**config.mk**
```make
export PLATFORM = sky130hd
export DESIGN_NAME = assembler_source_tokenizer_top_flat
export DESIGN_NICKNAME = d
export VERILOG_FILES = /design/src/rtl/core/ast_pkg.sv /design/src/rtl/core/ast_chan_if.sv /design/src/rtl/core/assembler_source_tokenizer_top.sv /design/src/flat_wrapper.sv
export SDC_FILE = /design/constraint.sdc
export NUM_CORES = 1
export LEC_CHECK = 0
export ABC_AREA = 1
export BUFFER_PORTS_ARGS = -buffer_cell sky130_fd_sc_hd__buf_2
export CORE_MARGIN = 2
export CORE_UTILIZATION = 50
export CTS_CLUSTER_SIZE = 8
export DETAILED_ROUTE_END_ITERATION = 12
export GPL_TIMING_DRIVEN = 0
export PLACE_DENSITY = 0.73
export SYNTH_ARGS = -nofsm -noshare
export SYNTH_HDL_FRONTEND = slang
export SYNTH_SLANG_ARGS = --single-unit
```
**constraint.sdc**
```tcl
create_clock -name clk_i -period 4.6 [get_ports clk_i]
set_input_delay 0.69 -clock clk_i [delete_from_list [all_inputs] [get_ports clk_i]]
set_output_delay 0.69 -clock clk_i [all_outputs]
set_load 0.005 [all_outputs]
```
**src/rtl/core/ast_pkg.sv**
```systemverilog
// Types, constants and character helpers of the assembler source tokenizer.
`default_nettype none

package ast_pkg;

  // Defaults of the top-level parameters
  localparam int MAX_WORD_DEF     = 32;
  localparam int MAX_LITERAL_DEF  = 64;
  localparam int OFFSET_WIDTH_DEF = 32;

  // Field widths
  localparam int CNT_W    = 7;
  localparam int START_W  = 32;
  localparam int NTABLE   = 14;

  // Result queue
  localparam int FIFO_DEPTH = 4;
  localparam int PTR_W      = 2;
  localparam int FCNT_W     = 3;

  // Character codes
  localparam logic [7:0] CH_DOT     = 8'h2e;
  localparam logic [7:0] CH_MINUS   = 8'h2d;
  localparam logic [7:0] CH_ZERO    = 8'h30;
  localparam logic [7:0] CH_UNDER   = 8'h5f;
  localparam logic [7:0] CH_X_LOWER = 8'h78;
  localparam logic [7:0] CH_E_LOWER = 8'h65;
  localparam logic [7:0] CASE_BIT   = 8'h20;

  typedef enum logic [2:0] {
    KIND_INT      = 3'd0,
    KIND_REAL     = 3'd1,
    KIND_KEYWORD  = 3'd2,
    KIND_DATATYPE = 3'd3,
    KIND_WORD     = 3'd4,
    KIND_PUNCT    = 3'd5,
    KIND_ERROR    = 3'd6
  } kind_e;

  typedef enum logic [2:0] {
    ERR_NONE      = 3'd0,
    ERR_MALFORMED = 3'd1,
    ERR_LIT_LONG  = 3'd2,
    ERR_WORD_LONG = 3'd3,
    ERR_UNKNOWN   = 3'd4
  } err_e;

  // Scanner mode, one-hot
  typedef enum logic [2:0] {
    MODE_IDLE = 3'b001,
    MODE_WORD = 3'b010,
    MODE_NUM  = 3'b100
  } mode_e;

  typedef struct packed {
    kind_e              kind;
    logic [START_W-1:0] start;
    logic [CNT_W-1:0]   len;
    logic [3:0]         idx;
    err_e               err;
    logic               last;
  } tok_t;

  function automatic logic is_digit(input logic [7:0] c);
    return (c > 8'h2f) && (c < 8'h3a);
  endfunction

  function automatic logic is_alpha_byte(input logic [7:0] c);
    logic [7:0] l;
    l = c | CASE_BIT;
    return (l > 8'h60) && (l < 8'h7b);
  endfunction

  function automatic logic is_word_part(input logic [7:0] c);
    return is_alpha_byte(c) || is_digit(c) || (c == CH_UNDER);
  endfunction

  function automatic logic is_space(input logic [7:0] c);
    return c inside {8'h20, 8'h0a, 8'h0d, 8'h09, 8'h0b, 8'h0c};
  endfunction

  function automatic logic is_punct(input logic [7:0] c);
    return c inside {8'h2e, 8'h3a, 8'h5b, 8'h5d, 8'h7b, 8'h7d, 8'h28, 8'h29};
  endfunction

  function automatic logic is_num_part(input logic [7:0] c, input logic hex);
    logic [7:0] l;
    l = c | CASE_BIT;
    return is_digit(c) || (hex && (l > 8'h60) && (l < 8'h67)) || (c == CH_DOT) ||
           (l == CH_E_LOWER);
  endfunction

  // Name list: keyword first, then the datatypes
  function automatic logic [63:0] name_str(input logic [3:0] i);
    logic [63:0] s;
    case (i)
      4'd0:    s = "halt";
      4'd1:    s = "byte";
      4'd2:    s = "sbyte";
      4'd3:    s = "ushort";
      4'd4:    s = "short";
      4'd5:    s = "uint";
      4'd6:    s = "int";
      4'd7:    s = "ulong";
      4'd8:    s = "long";
      4'd9:    s = "single";
      4'd10:   s = "double";
      4'd11:   s = "function";
      4'd12:   s = "node";
      4'd13:   s = "list";
      default: s = '0;
    endcase
    return s;
  endfunction

  function automatic logic [3:0] name_len(input logic [3:0] i);
    logic [3:0] n;
    case (i)
      4'd0, 4'd1, 4'd5, 4'd8, 4'd12, 4'd13: n = 4'd4;
      4'd2, 4'd4, 4'd7:                     n = 4'd5;
      4'd3, 4'd9, 4'd10:                    n = 4'd6;
      4'd6:                                 n = 4'd3;
      4'd11:                                n = 4'd8;
      default:                              n = 4'd0;
    endcase
    return n;
  endfunction

  // Byte k of name i, counted from the first letter
  function automatic logic [7:0] name_char(input logic [3:0] i, input logic [2:0] k);
    logic [63:0] s;
    logic [3:0]  sh;
    s  = name_str(i);
    sh = name_len(i) - 4'd1 - {1'b0, k};
    return 8'(s >> {sh, 3'b000});
  endfunction

  // Names that still agree with byte c at position k
  function automatic logic [NTABLE-1:0] match_mask(input logic [CNT_W-1:0] k,
                                                   input logic [7:0] c);
    logic [NTABLE-1:0] m;
    for (int i = 0; i < NTABLE; i++) begin
      m[i] = (k < CNT_W'(name_len(4'(i)))) && (name_char(4'(i), k[2:0]) == c);
    end
    return m;
  endfunction

endpackage

`default_nettype wire

```
**src/rtl/core/ast_chan_if.sv**
```systemverilog
// Request channels of the tokenizer: source bytes in, token descriptors out.
`default_nettype none

interface ast_in_if;
  logic       valid;
  logic       ready;
  logic [7:0] character;
  logic       end_of_input;

  modport source (output valid, output character, output end_of_input, input ready);
  modport sink   (input valid, input character, input end_of_input, output ready);
endinterface

interface ast_out_if;
  logic        valid;
  logic        ready;
  logic [2:0]  token_kind;
  logic [31:0] start_offset;
  logic [6:0]  token_length;
  logic [3:0]  table_index;
  logic [2:0]  error_code;
  logic        last;

  modport source (output valid, output token_kind, output start_offset, output token_length,
                  output table_index, output error_code, output last, input ready);
  modport sink   (input valid, input token_kind, input start_offset, input token_length,
                  input table_index, input error_code, input last, output ready);
endinterface

`default_nettype wire

```
**src/rtl/core/assembler_source_tokenizer_top.sv**
```systemverilog
// Top level of the assembler source tokenizer: scanner state and result queue.
`default_nettype none

// Streaming lexer for assembler source. Each input request carries one source
// byte or an end mark; the scanner state is updated in the cycle the request is
// accepted and the tokens it completes (none, one or two) are pushed into a
// four-entry result queue, the last of them flagged with last; the queue offers
// them on the output in order, behind any tokens already queued. An input request
// is taken in every cycle while the queue has room for two results, so the block
// scans one byte per clock; the queue drains one token per clock while out_o.ready
// is high, which limits the input rate only while bytes complete more than one
// token each on average. The keyword and datatype names are matched on the fly
// with a 14-bit match vector. The first error token halts the scanner: later
// requests are accepted and dropped until reset. start_offset counts source
// bytes modulo 2^OFFSET_WIDTH.
module assembler_source_tokenizer_top #(
  parameter int MAX_WORD     = ast_pkg::MAX_WORD_DEF,
  parameter int MAX_LITERAL  = ast_pkg::MAX_LITERAL_DEF,
  parameter int OFFSET_WIDTH = ast_pkg::OFFSET_WIDTH_DEF
) (
  input  wire logic  clk_i,
  input  wire logic  rst_ni,
  ast_in_if.sink     in_i,
  ast_out_if.source  out_o
);

  localparam int CW = ast_pkg::CNT_W;
  localparam int NT = ast_pkg::NTABLE;
  localparam int PW = ast_pkg::PTR_W;
  localparam int FW = ast_pkg::FCNT_W;
  localparam logic [CW-1:0] MaxWordC = CW'(MAX_WORD);
  localparam logic [CW-1:0] MaxLitC  = CW'(MAX_LITERAL);
  localparam logic [FW-1:0] RoomC    = FW'(ast_pkg::FIFO_DEPTH - 2);

  // Scanner state
  ast_pkg::mode_e           mode_q, mode_d;
  logic [OFFSET_WIDTH-1:0]  start_q, start_d;
  logic [OFFSET_WIDTH-1:0]  pos_q, pos_d;
  logic [CW-1:0]            cnt_q, cnt_d;
  logic                     real_q, real_d;
  logic                     hex_q, hex_d;
  logic                     lz_q, lz_d;
  logic [NT-1:0]            mv_q, mv_d;
  logic                     halted_q, halted_d;

  // Result queue
  ast_pkg::tok_t            fifo_q [ast_pkg::FIFO_DEPTH];
  logic [PW-1:0]            wr_ptr_q, wr_ptr_d;
  logic [PW-1:0]            rd_ptr_q, rd_ptr_d;
  logic [FW-1:0]            fcnt_q, fcnt_d;

  logic                     in_fire, out_fire;
  logic [7:0]               c;
  ast_pkg::tok_t            flush_r;
  ast_pkg::tok_t            res [2];
  logic [1:0]               n_res;

  assign in_fire  = in_i.valid && in_i.ready;
  assign out_fire = out_o.valid && out_o.ready;
  assign c        = in_i.character;

  // Token closed by the open word or literal
  always_comb begin
    flush_r       = '0;
    flush_r.start = ast_pkg::START_W'(start_q);
    flush_r.len   = cnt_q;
    flush_r.err   = ast_pkg::ERR_NONE;
    if (mode_q == ast_pkg::MODE_WORD) begin
      flush_r.kind = ast_pkg::KIND_WORD;
      for (int i = NT - 1; i >= 0; i--) begin
        if (mv_q[i] && (CW'(ast_pkg::name_len(4'(i))) == cnt_q)) begin
          flush_r.kind = (i == 0) ? ast_pkg::KIND_KEYWORD : ast_pkg::KIND_DATATYPE;
          flush_r.idx  = (i == 0) ? 4'd0 : 4'(i - 1);
        end
      end
    end else begin
      flush_r.kind = real_q ? ast_pkg::KIND_REAL : ast_pkg::KIND_INT;
    end
  end

  // Per-byte scanner step
  always_comb begin
    logic fresh;
    logic take_x;
    mode_d   = mode_q;
    start_d  = start_q;
    pos_d    = pos_q;
    cnt_d    = cnt_q;
    real_d   = real_q;
    hex_d    = hex_q;
    lz_d     = lz_q;
    mv_d     = mv_q;
    halted_d = halted_q;
    res[0]   = '0;
    res[1]   = '0;
    n_res    = 2'd0;
    fresh    = 1'b0;
    take_x   = 1'b0;

    if (in_fire && !halted_q) begin
      if (in_i.end_of_input) begin
        // End mark: flush only
        if (mode_q != ast_pkg::MODE_IDLE) begin
          res[0] = flush_r;
          n_res  = 2'd1;
        end
        mode_d = ast_pkg::MODE_IDLE;
      end else begin
        fresh = 1'b1;
        case (mode_q)
          ast_pkg::MODE_WORD: begin
            if (ast_pkg::is_word_part(c)) begin
              fresh = 1'b0;
              if (cnt_q >= MaxWordC) begin
                res[0].kind  = ast_pkg::KIND_ERROR;
                res[0].start = ast_pkg::START_W'(start_q);
                res[0].len   = cnt_q;
                res[0].err   = ast_pkg::ERR_WORD_LONG;
                n_res        = 2'd1;
                halted_d     = 1'b1;
                mode_d       = ast_pkg::MODE_IDLE;
              end else begin
                mv_d  = mv_q & ast_pkg::match_mask(cnt_q, c);
                cnt_d = cnt_q + 1'b1;
              end
            end else begin
              res[0] = flush_r;
              n_res  = 2'd1;
              mode_d = ast_pkg::MODE_IDLE;
            end
          end
          ast_pkg::MODE_NUM: begin
            take_x = lz_q && (cnt_q == CW'(1)) && ((c | ast_pkg::CASE_BIT) == ast_pkg::CH_X_LOWER);
            lz_d   = 1'b0;
            if (take_x || ast_pkg::is_num_part(c, hex_q)) begin
              fresh = 1'b0;
              if (cnt_q >= MaxLitC) begin
                res[0].kind  = ast_pkg::KIND_ERROR;
                res[0].start = ast_pkg::START_W'(start_q);
                res[0].len   = cnt_q;
                res[0].err   = ast_pkg::ERR_LIT_LONG;
                n_res        = 2'd1;
                halted_d     = 1'b1;
                mode_d       = ast_pkg::MODE_IDLE;
              end else if (take_x) begin
                hex_d = 1'b1;
                cnt_d = cnt_q + 1'b1;
              end else if ((c == ast_pkg::CH_DOT) && (real_q || hex_q)) begin
                res[0].kind  = ast_pkg::KIND_ERROR;
                res[0].start = ast_pkg::START_W'(start_q);
                res[0].len   = cnt_q + 1'b1;
                res[0].err   = ast_pkg::ERR_MALFORMED;
                n_res        = 2'd1;
                halted_d     = 1'b1;
                mode_d       = ast_pkg::MODE_IDLE;
              end else begin
                if (c == ast_pkg::CH_DOT) real_d = 1'b1;
                cnt_d = cnt_q + 1'b1;
              end
            end else begin
              res[0] = flush_r;
              n_res  = 2'd1;
              mode_d = ast_pkg::MODE_IDLE;
            end
          end
          default: begin
            mode_d = ast_pkg::MODE_IDLE;
          end
        endcase

        // Byte that starts something new
        if (fresh) begin
          if (ast_pkg::is_space(c)) begin
            // separator only
          end else if (ast_pkg::is_punct(c)) begin
            res[n_res[0]].kind  = ast_pkg::KIND_PUNCT;
            res[n_res[0]].start = ast_pkg::START_W'(pos_q);
            res[n_res[0]].len   = CW'(1);
            res[n_res[0]].err   = ast_pkg::ERR_NONE;
            n_res               = n_res + 2'd1;
          end else if (ast_pkg::is_alpha_byte(c) || (c == ast_pkg::CH_UNDER)) begin
            mode_d  = ast_pkg::MODE_WORD;
            start_d = pos_q;
            cnt_d   = CW'(1);
            mv_d    = ast_pkg::match_mask('0, c);
          end else if (ast_pkg::is_digit(c) || (c == ast_pkg::CH_MINUS)) begin
            mode_d  = ast_pkg::MODE_NUM;
            start_d = pos_q;
            cnt_d   = CW'(1);
            real_d  = 1'b0;
            hex_d   = 1'b0;
            lz_d    = (c == ast_pkg::CH_ZERO);
          end else begin
            res[n_res[0]].kind  = ast_pkg::KIND_ERROR;
            res[n_res[0]].start = ast_pkg::START_W'(pos_q);
            res[n_res[0]].len   = CW'(1);
            res[n_res[0]].err   = ast_pkg::ERR_UNKNOWN;
            n_res               = n_res + 2'd1;
            halted_d            = 1'b1;
            mode_d              = ast_pkg::MODE_IDLE;
          end
        end
        pos_d = pos_q + 1'b1;
      end
    end

    // Flag the final token of this byte
    if (n_res == 2'd1) res[0].last = 1'b1;
    if (n_res == 2'd2) res[1].last = 1'b1;
  end

  // Queue pointers
  always_comb begin
    wr_ptr_d = wr_ptr_q + PW'(n_res);
    rd_ptr_d = rd_ptr_q + PW'(out_fire);
    fcnt_d   = fcnt_q + FW'(n_res) - FW'(out_fire);
  end

  // Control and scanner registers
  always_ff @(posedge clk_i or negedge rst_ni) begin
    if (!rst_ni) begin
      mode_q   <= ast_pkg::MODE_IDLE;
      start_q  <= '0;
      pos_q    <= '0;
      cnt_q    <= '0;
      real_q   <= 1'b0;
      hex_q    <= 1'b0;
      lz_q     <= 1'b0;
      mv_q     <= '1;
      halted_q <= 1'b0;
      wr_ptr_q <= '0;
      rd_ptr_q <= '0;
      fcnt_q   <= '0;
    end else begin
      mode_q   <= mode_d;
      start_q  <= start_d;
      pos_q    <= pos_d;
      cnt_q    <= cnt_d;
      real_q   <= real_d;
      hex_q    <= hex_d;
      lz_q     <= lz_d;
      mv_q     <= mv_d;
      halted_q <= halted_d;
      wr_ptr_q <= wr_ptr_d;
      rd_ptr_q <= rd_ptr_d;
      fcnt_q   <= fcnt_d;
    end
  end

  // Queue storage, no reset needed
  always_ff @(posedge clk_i) begin
    if (n_res != 2'd0) fifo_q[wr_ptr_q] <= res[0];
    if (n_res == 2'd2) fifo_q[wr_ptr_q + 1'b1] <= res[1];
  end

  // Ports
  assign in_i.ready         = (fcnt_q <= RoomC);
  assign out_o.valid        = (fcnt_q != '0);
  assign out_o.token_kind   = fifo_q[rd_ptr_q].kind;
  assign out_o.start_offset = fifo_q[rd_ptr_q].start;
  assign out_o.token_length = fifo_q[rd_ptr_q].len;
  assign out_o.table_index  = fifo_q[rd_ptr_q].idx;
  assign out_o.error_code   = fifo_q[rd_ptr_q].err;
  assign out_o.last         = fifo_q[rd_ptr_q].last;

endmodule

`default_nettype wire

```
**src/flat_wrapper.sv**
```systemverilog
// flat-port wrapper written by rule: the top's interface ports become plain ports
module assembler_source_tokenizer_top_flat 
#(
  parameter int MAX_WORD     = ast_pkg::MAX_WORD_DEF,
  parameter int MAX_LITERAL  = ast_pkg::MAX_LITERAL_DEF,
  parameter int OFFSET_WIDTH = ast_pkg::OFFSET_WIDTH_DEF
)
  (clk_i, rst_ni, in_i_valid, in_i_character, in_i_end_of_input, in_i_ready, out_o_valid, out_o_token_kind, out_o_start_offset, out_o_token_length, out_o_table_index, out_o_error_code, out_o_last, out_o_ready);
  ast_in_if in_i_i ();
  ast_out_if out_o_i ();
  input  wire logic clk_i;
  input  wire logic rst_ni;
  input wire logic [$bits(in_i_i.valid)-1:0] in_i_valid;
  input wire logic [$bits(in_i_i.character)-1:0] in_i_character;
  input wire logic [$bits(in_i_i.end_of_input)-1:0] in_i_end_of_input;
  output wire logic [$bits(in_i_i.ready)-1:0] in_i_ready;
  output wire logic [$bits(out_o_i.valid)-1:0] out_o_valid;
  output wire logic [$bits(out_o_i.token_kind)-1:0] out_o_token_kind;
  output wire logic [$bits(out_o_i.start_offset)-1:0] out_o_start_offset;
  output wire logic [$bits(out_o_i.token_length)-1:0] out_o_token_length;
  output wire logic [$bits(out_o_i.table_index)-1:0] out_o_table_index;
  output wire logic [$bits(out_o_i.error_code)-1:0] out_o_error_code;
  output wire logic [$bits(out_o_i.last)-1:0] out_o_last;
  input wire logic [$bits(out_o_i.ready)-1:0] out_o_ready;
  assign in_i_i.valid = in_i_valid;
  assign in_i_i.character = in_i_character;
  assign in_i_i.end_of_input = in_i_end_of_input;
  assign in_i_ready = in_i_i.ready;
  assign out_o_valid = out_o_i.valid;
  assign out_o_token_kind = out_o_i.token_kind;
  assign out_o_start_offset = out_o_i.start_offset;
  assign out_o_token_length = out_o_i.token_length;
  assign out_o_table_index = out_o_i.table_index;
  assign out_o_error_code = out_o_i.error_code;
  assign out_o_last = out_o_i.last;
  assign out_o_i.ready = out_o_ready;
  assembler_source_tokenizer_top #(.MAX_WORD(MAX_WORD), .MAX_LITERAL(MAX_LITERAL), .OFFSET_WIDTH(OFFSET_WIDTH)) u_core (.clk_i(clk_i), .rst_ni(rst_ni), .in_i(in_i_i), .out_o(out_o_i));
endmodule
```
-- Yosys cells after proc, flatten, opt, wreduce, memory -nomap -nowiden
Memories as Yosys holds them, arrays and structs flattened.
Cells that the tools add are included.
- add/sub/neg operators: 23
- multiply operators: 0
- divide/modulo/power cells: 0
- magnitude comparators: 20
- equality and inequality tests: 58
- shift-type cells: 28
- muxes and demuxes: 387
- bitwise operators: 5
- reduce and logical (&&, ||, !) cells: 70
- operators by type and width (operator ; count):
    64-bit two-way mux ; 154
    64-bit by 7-bit right shift with 8-bit output ; 28
    100-bit bitwise mux ; 8
    100-bit two-way mux ; 6
    4-bit two-way mux ; 78
    50-bit two-way mux ; 6
    42-bit two-way mux ; 6
    8-bit == test ; 28
    50-bit demux with 1-bit select ; 4
    50-bit one-hot mux with 2 select lines ; 1
    14-bit two-way mux ; 7
    3-bit two-way mux ; 30
    7-bit two-way mux ; 11
    32-bit two-way mux ; 2
    8-bit by 6-bit == test with 1-bit output, second input constant ; 7
    1-bit logical AND ; 53
    1-bit two-way mux ; 52
    47-bit two-way mux ; 1
    8-bit by 4-bit == test with 1-bit output, second input constant ; 5
    8-bit by 7-bit == test with 1-bit output, second input constant ; 5
    4-bit by 1-bit subtractor with 4-bit output, second input constant ; 10
    4-bit by 7-bit == test with 1-bit output ; 5
    7-bit by 4-bit less-than comparator with 1-bit output ; 5
    32-bit by 1-bit adder with 32-bit output, second input constant ; 1
    other kinds (41) ; 78
- flip-flop bits (word level): 99
- bits in latches: 0
- memory bits (writable): 200
- memory bits (read-only): 0
- input port bits: 13
- output and inout bits: 52
- memories: 1
- memory list (memory ; depth ; width ; rd ports ; clocked after memory_dff ; wr ports ; RTL line ; text):
    u_core.fifo_q ; 4 ; 50 ; 1 ; 0 ; 2 ; assembler_source_tokenizer_top.sv:47 ; ast_pkg::tok_t fifo_q [ast_pkg::FIFO_DEPTH];

-- Logic depth before layout (Yosys ltp)
- word-level depth: 35
- mapped depth: 24
- gate-level depth less buffers: 23

-- Worst setup path after synthesis
No wires, ideal clock.
- kind: reg-to-reg
- start point: register u_core.cnt_q[1]
- end point: memory u_core.fifo_q[3][0] (netlist name), enable pin
- library setup time: 0.409 ns
- data arrival time: 3.966 ns
- setup slack: 0.225 ns
- cell stages (with the launch flop): 22
- path buffers: 1
- cell sequence: dfrtp_1 inv_1 ha_1 inv_2 nor2_1 nand2_1 nor2_1 nand2_2 nand4_4 nand2_2 nor2_4 ha_1 inv_1 nor2_1 nor2_2 nand3_1 nand2_2 nand2_4 buf_6 nand2_1 nand2_1 nand2_1
- RTL lines (what ; RTL line ; text):
    start: declaration ; assembler_source_tokenizer_top.sv:39 ; logic [CW-1:0] cnt_q, cnt_d;
    start signal: assignment ; assembler_source_tokenizer_top.sv:238 ; cnt_q <= cnt_d;
    end: declaration ; assembler_source_tokenizer_top.sv:47 ;

-- Final worst setup path
- start point: register u_core.cnt_q[1]
- end point: register u_core.fcnt_q[2]
- cells in the longest elaborated chain, start to end: 19
- RTL lines (what ; RTL line ; text):
    parallel branches: the longest is 14 deep, another holds 7-bit >= comparator ; -- ;
    2-bit two-way mux * ; assembler_source_tokenizer_top.sv:172 ; if (fresh) begin
    2-bit two-way mux * ; assembler_source_tokenizer_top.sv:101 ; if (in_i.end_of_input) begin
    2-bit two-way mux * ; assembler_source_tokenizer_top.sv:100 ; if (in_fire && !halted_q) begin
    3-bit by 2-bit adder with 3-bit output * ; assembler_source_tokenizer_top.sv:216 ; fcnt_d = fcnt_q + FW'(n_res) - FW'(out_fire);
    3-bit by 1-bit subtractor with 3-bit output * ; assembler_source_tokenizer_top.sv:216 ;
    named net u_core.fcnt_d[2] ; assembler_source_tokenizer_top.sv:50 ; logic [FW-1:0] fcnt_q, fcnt_d;
    end signal: assignment ; assembler_source_tokenizer_top.sv:246 ; fcnt_q <= fcnt_d;
    end: declaration ; assembler_source_tokenizer_top.sv:50 ;
Mark *: on every way through the listed nets, which the timed path passes. The select of a mux whose other input is x is not followed.
A chain may end at the register's enable or synchronous reset.

==> reports/results.tsv <==
stage	metric	value	unit
grt	vias in the first global route	17090	
place	RePlAce Congestion	0.9771	
yosys	Top FF cell, synth	edfxtp_1	
timing	fin crit share	94.96	%
clock_network	Skew-Pair Late Insertion Delay	0.56	ns
grt	global-route wire length before repair	100500	um
timing	Hold WS	0.1157	ns
clock_network	CTS sink cnt	299	
layout	Final Util	56.52	%
run_status	status	finished, final reports clean	
detailed_routing	vias post-DR	18102	
clock_network	Clock Pin Slew Worst Setup and Hold Paths	0.06	ns
die	cell row count	71	
power_and_ir_drop	PD cells	355.8	mW/mm^2
yosys	Synth cell types	59	
yosys	number of synthesized flops with an enable pin	200	
grt	Tot GR Track Use	33.76	%
place	HPWL after DPL	46990	um
setup_path	CP max FO	11	
yosys	cells after synthesis	2307	
timing	Slew @ Worst Pin	0.9991	ns
setup_path	Worst setup SP type	register	
setup_path	Setup crit start	u_core.cnt_q[1]$_DFFE_PN0P_	
detailed_routing	Initial DRC Count	2265	
detailed_routing	Detailed Route WL	66040	um
detailed_routing	via density per instance	6.187	
clock_network	H-Tree Depth	2	
layout	Filler cells	3420	
timing	RSZ-0062 raised after global routing	no	
die	initial cell density of the core	50.37	%
detailed_routing	DRC	0	
layout	share of cells above drive strength 1	12.44	%
yosys	Async SR Flop Fraction	33.11	%
clock_network	CTS root buf	clkbuf_16	
die	Die Ht	197.9	um
place	port bufs	62	
detailed_routing	Final ANT Viol Nets	0	
setup_path	Worst setup EP type	register	
clock_network	CTS Buf Count	43	
yosys	#FFs+latches synth	299	
clock_network	TritonCTS clock tree	built	
power_and_ir_drop	maximum vdd drop	0.0003091	V
timing	Max Clock Freq	0.2289	GHz
yosys	syn nets	2347	
yosys	yosys warns	0	
setup_path	R2R Path Start	u_core.cnt_q[1]$_DFFE_PN0P_	
timing	Max-slew headroom	33.15	%
setup_path	Arr. time, crit path	4.84	ns
die	core box area	0.03731	mm^2
min_path	worst hold path class	input port to asynchronous set/reset pin	
timing	Layout Skew	0.02621	ns
timing	final setup violation count	0	
detailed_routing	first-pass detailed-route iteration total	9	
yosys	Cell Area, Synth	0.01879	mm^2
layout	layout net count	2457	
clock_network	clock buffer depth	3	
die	die footprint	0.03915	mm^2
setup_path	CP Data Required Time	5.07	ns
layout	area delta synth->final	12.22	%
timing	fin. max-slew vios	0	
run	maxcap violations	0	
detailed_routing	wire per inst	22.57	um
timing	Final min period	4.368	ns
die	die extent in x	197.9	um
setup_path	Setup CP Type	register to register	
grt	initial antenna violation count	0	
die	boundary pin count	65	
yosys	Avg Synthesized Cell Area	8.146	um^2
timing	Hold Violations, Final	0	
yosys	sequential cell area fraction in the yosys report	45.24	%
power_and_ir_drop	Leak	8.500	nW
layout	ANT cells	0	
grt	largest net degree at the start of global routing	67	
grt	total gr overflow	0	
-- report_power, final --
group          switching, W  internal, W
registers         0.0000306      0.00287
clock network       0.00120      0.00180
logic               0.00113     0.000463
total               0.00236      0.00514
-- cell usage in the layout (no fill, tap or decap), types with 30 or more instances in the layout --
cell type,netlist,routed
dfrtp_1,84,83
nor3_2,30,30
nand3_1,44,44
xor2_1,66,66
clkbuf_16,0,44
nand2_1,602,598
nand4_1,168,168
o22ai_1,59,59
inv_1,160,159
nor2_1,206,205
o21ai_0,202,202
edfxtp_1,200,200
a31oi_1,41,41
a21oi_1,61,61
clkbuf_1,80,113
buf_2,40,101
-- flip-flops by register name, indices dropped and copies added (netlist names), 3 cells and up --
register,count
u_core.cnt_q,7
u_core.start_q,32
u_core.pos_q,32
u_core.mode_q,3
u_core.fifo_q,200
u_core.mv_q,14
u_core.fcnt_q,3
-- routing by layer --
layer	track usage, %	share of wire, %	vias to the layer above
met5	0	0	-
met2	51.80	45	1174
met3	6.966	11	200
li1	-	-	8198
met1	46.37	40	8530
met4	14.68	4.2	0
-- worst max-delay path, stage by stage, from the launching register on --
cell and delay, ns:
dfrtp_2 0.53, clkinvlp_4 0.16, ha_1 0.33, inv_2 0.09
nor2_2 0.07, nand2_1 0.07, nor2_1 0.05, nand2_2 0.20
nand4_4 0.18, nand3_4 0.14, buf_2 0.25, buf_2 0.30
ha_1 0.20, nand3_2 0.09, nand2_4 0.17, buf_6 0.19
inv_1 0.12, ha_1 0.33, fa_1 0.45, xnor2_1 0.18
xor2_1 0.15
-- Yosys cell counts (20+ instances only) --
cell type / number / area [um^2]
a21oi_1: 61 / 305.3
a31oi_1: 41 / 256.5
buf_2: 40 / 200.2
buf_6: 21 / 236.5
clkbuf_1: 80 / 300.3
dfrtp_1: 84 / 2102
edfxtp_1: 200 / 6006
ha_1: 26 / 325.3
inv_1: 160 / 600.6
nand2_1: 602 / 2260
nand3_1: 44 / 220.2
nand4_1: 168 / 1051
nor2_1: 206 / 773.2
nor3_1: 28 / 140.1
nor3_2: 30 / 300.3
o21ai_0: 202 / 1011
o21ai_1: 20 / 100.1
o22ai_1: 59 / 369.1
xor2_1: 66 / 578.1
-- worst paths after layout --
| check | cells past startpoint | end | slack, ns |
|---|---|---|---|
| worst max-delay path | 20 | u_core.fcnt_q[2]$_DFF_PN0_ | 0.23 |
| worst min-delay path | 1 | u_core.pos_q[17]$_DFFE_PN0P_ | 0.12 |
| worst max register to register | 20 | u_core.fcnt_q[2]$_DFF_PN0_ | 0.23 |
| worst min register to register | 2 | u_core.halted_q$_DFFE_PN0P_ | 0.48 |
| max in group asynchronous | 2 | u_core.mv_q[6]$_DFFE_PN1P_ | 3.74 |
| min in group clk_i | 2 | u_core.halted_q$_DFFE_PN0P_ | 0.48 |
-- kinds of logic (layout without fill, tap and decap cells) --
logic type / count (synthesis) / count (layout) / synth area share [%]
AOI/OAI and AO/OA: 437 / 437 / 13.20
and+or+nand+nor: 1136 / 1136 / 28.20
buffers and inverters: 334 / 479 / 8.063
xor gates and xnor gates: 74 / 74 / 3.449
adders and majority gates: 27 / 27 / 1.838
DFF: 299 / 299 / 45.24
-- layout make-up --
cell class | instances | area (um^2) | area share, %
Multi-Input combinational cell | 1674 | 8842 | 41.93
Sequential cell | 299 | 8503 | 40.32
Clock buffer | 78 | 1239 | 5.874
Buffer | 156 | 843.3 | 3.999
Inverter | 178 | 675.6 | 3.204
Tap cell | 474 | 593.1 | 2.812
Timing Repair Buffer | 65 | 367.9 | 1.744
Clock inverter | 2 | 25.02 | 0.1187
-- per-stage QoR --
stage	std cells	total power [W]	cell area, um^2	TNS (ns)	worst slack [ns]
3_3_place_gp	2843	0.004476	19700	-346.29	-1.744
3_5_place_dp	2845	0.004500	19770	-57.60	-0.4155
5_1_grt	2926	0.007743	21090	0	0.04405
2_1_floorplan	2307	0.003762	18790	0	0.2254
4_1_cts	2926	0.007474	21080	0	0.02202
6_report	2926	0.007503	21090	0	0.2316
-- repair_timing --
| item | in CTS | in global routing |
|---|---|---|
| gates cloned | 0 | 0 |
| endpoints found under the hold margin | 0 | 0 |
| hold buffers | 0 | 0 |
| setup endpoints to repair | 202 | 185 |
| setup buffers | 1 | 0 |
| gates resized for setup | 5 | 3 |
(Power assumes the default switching activity.)
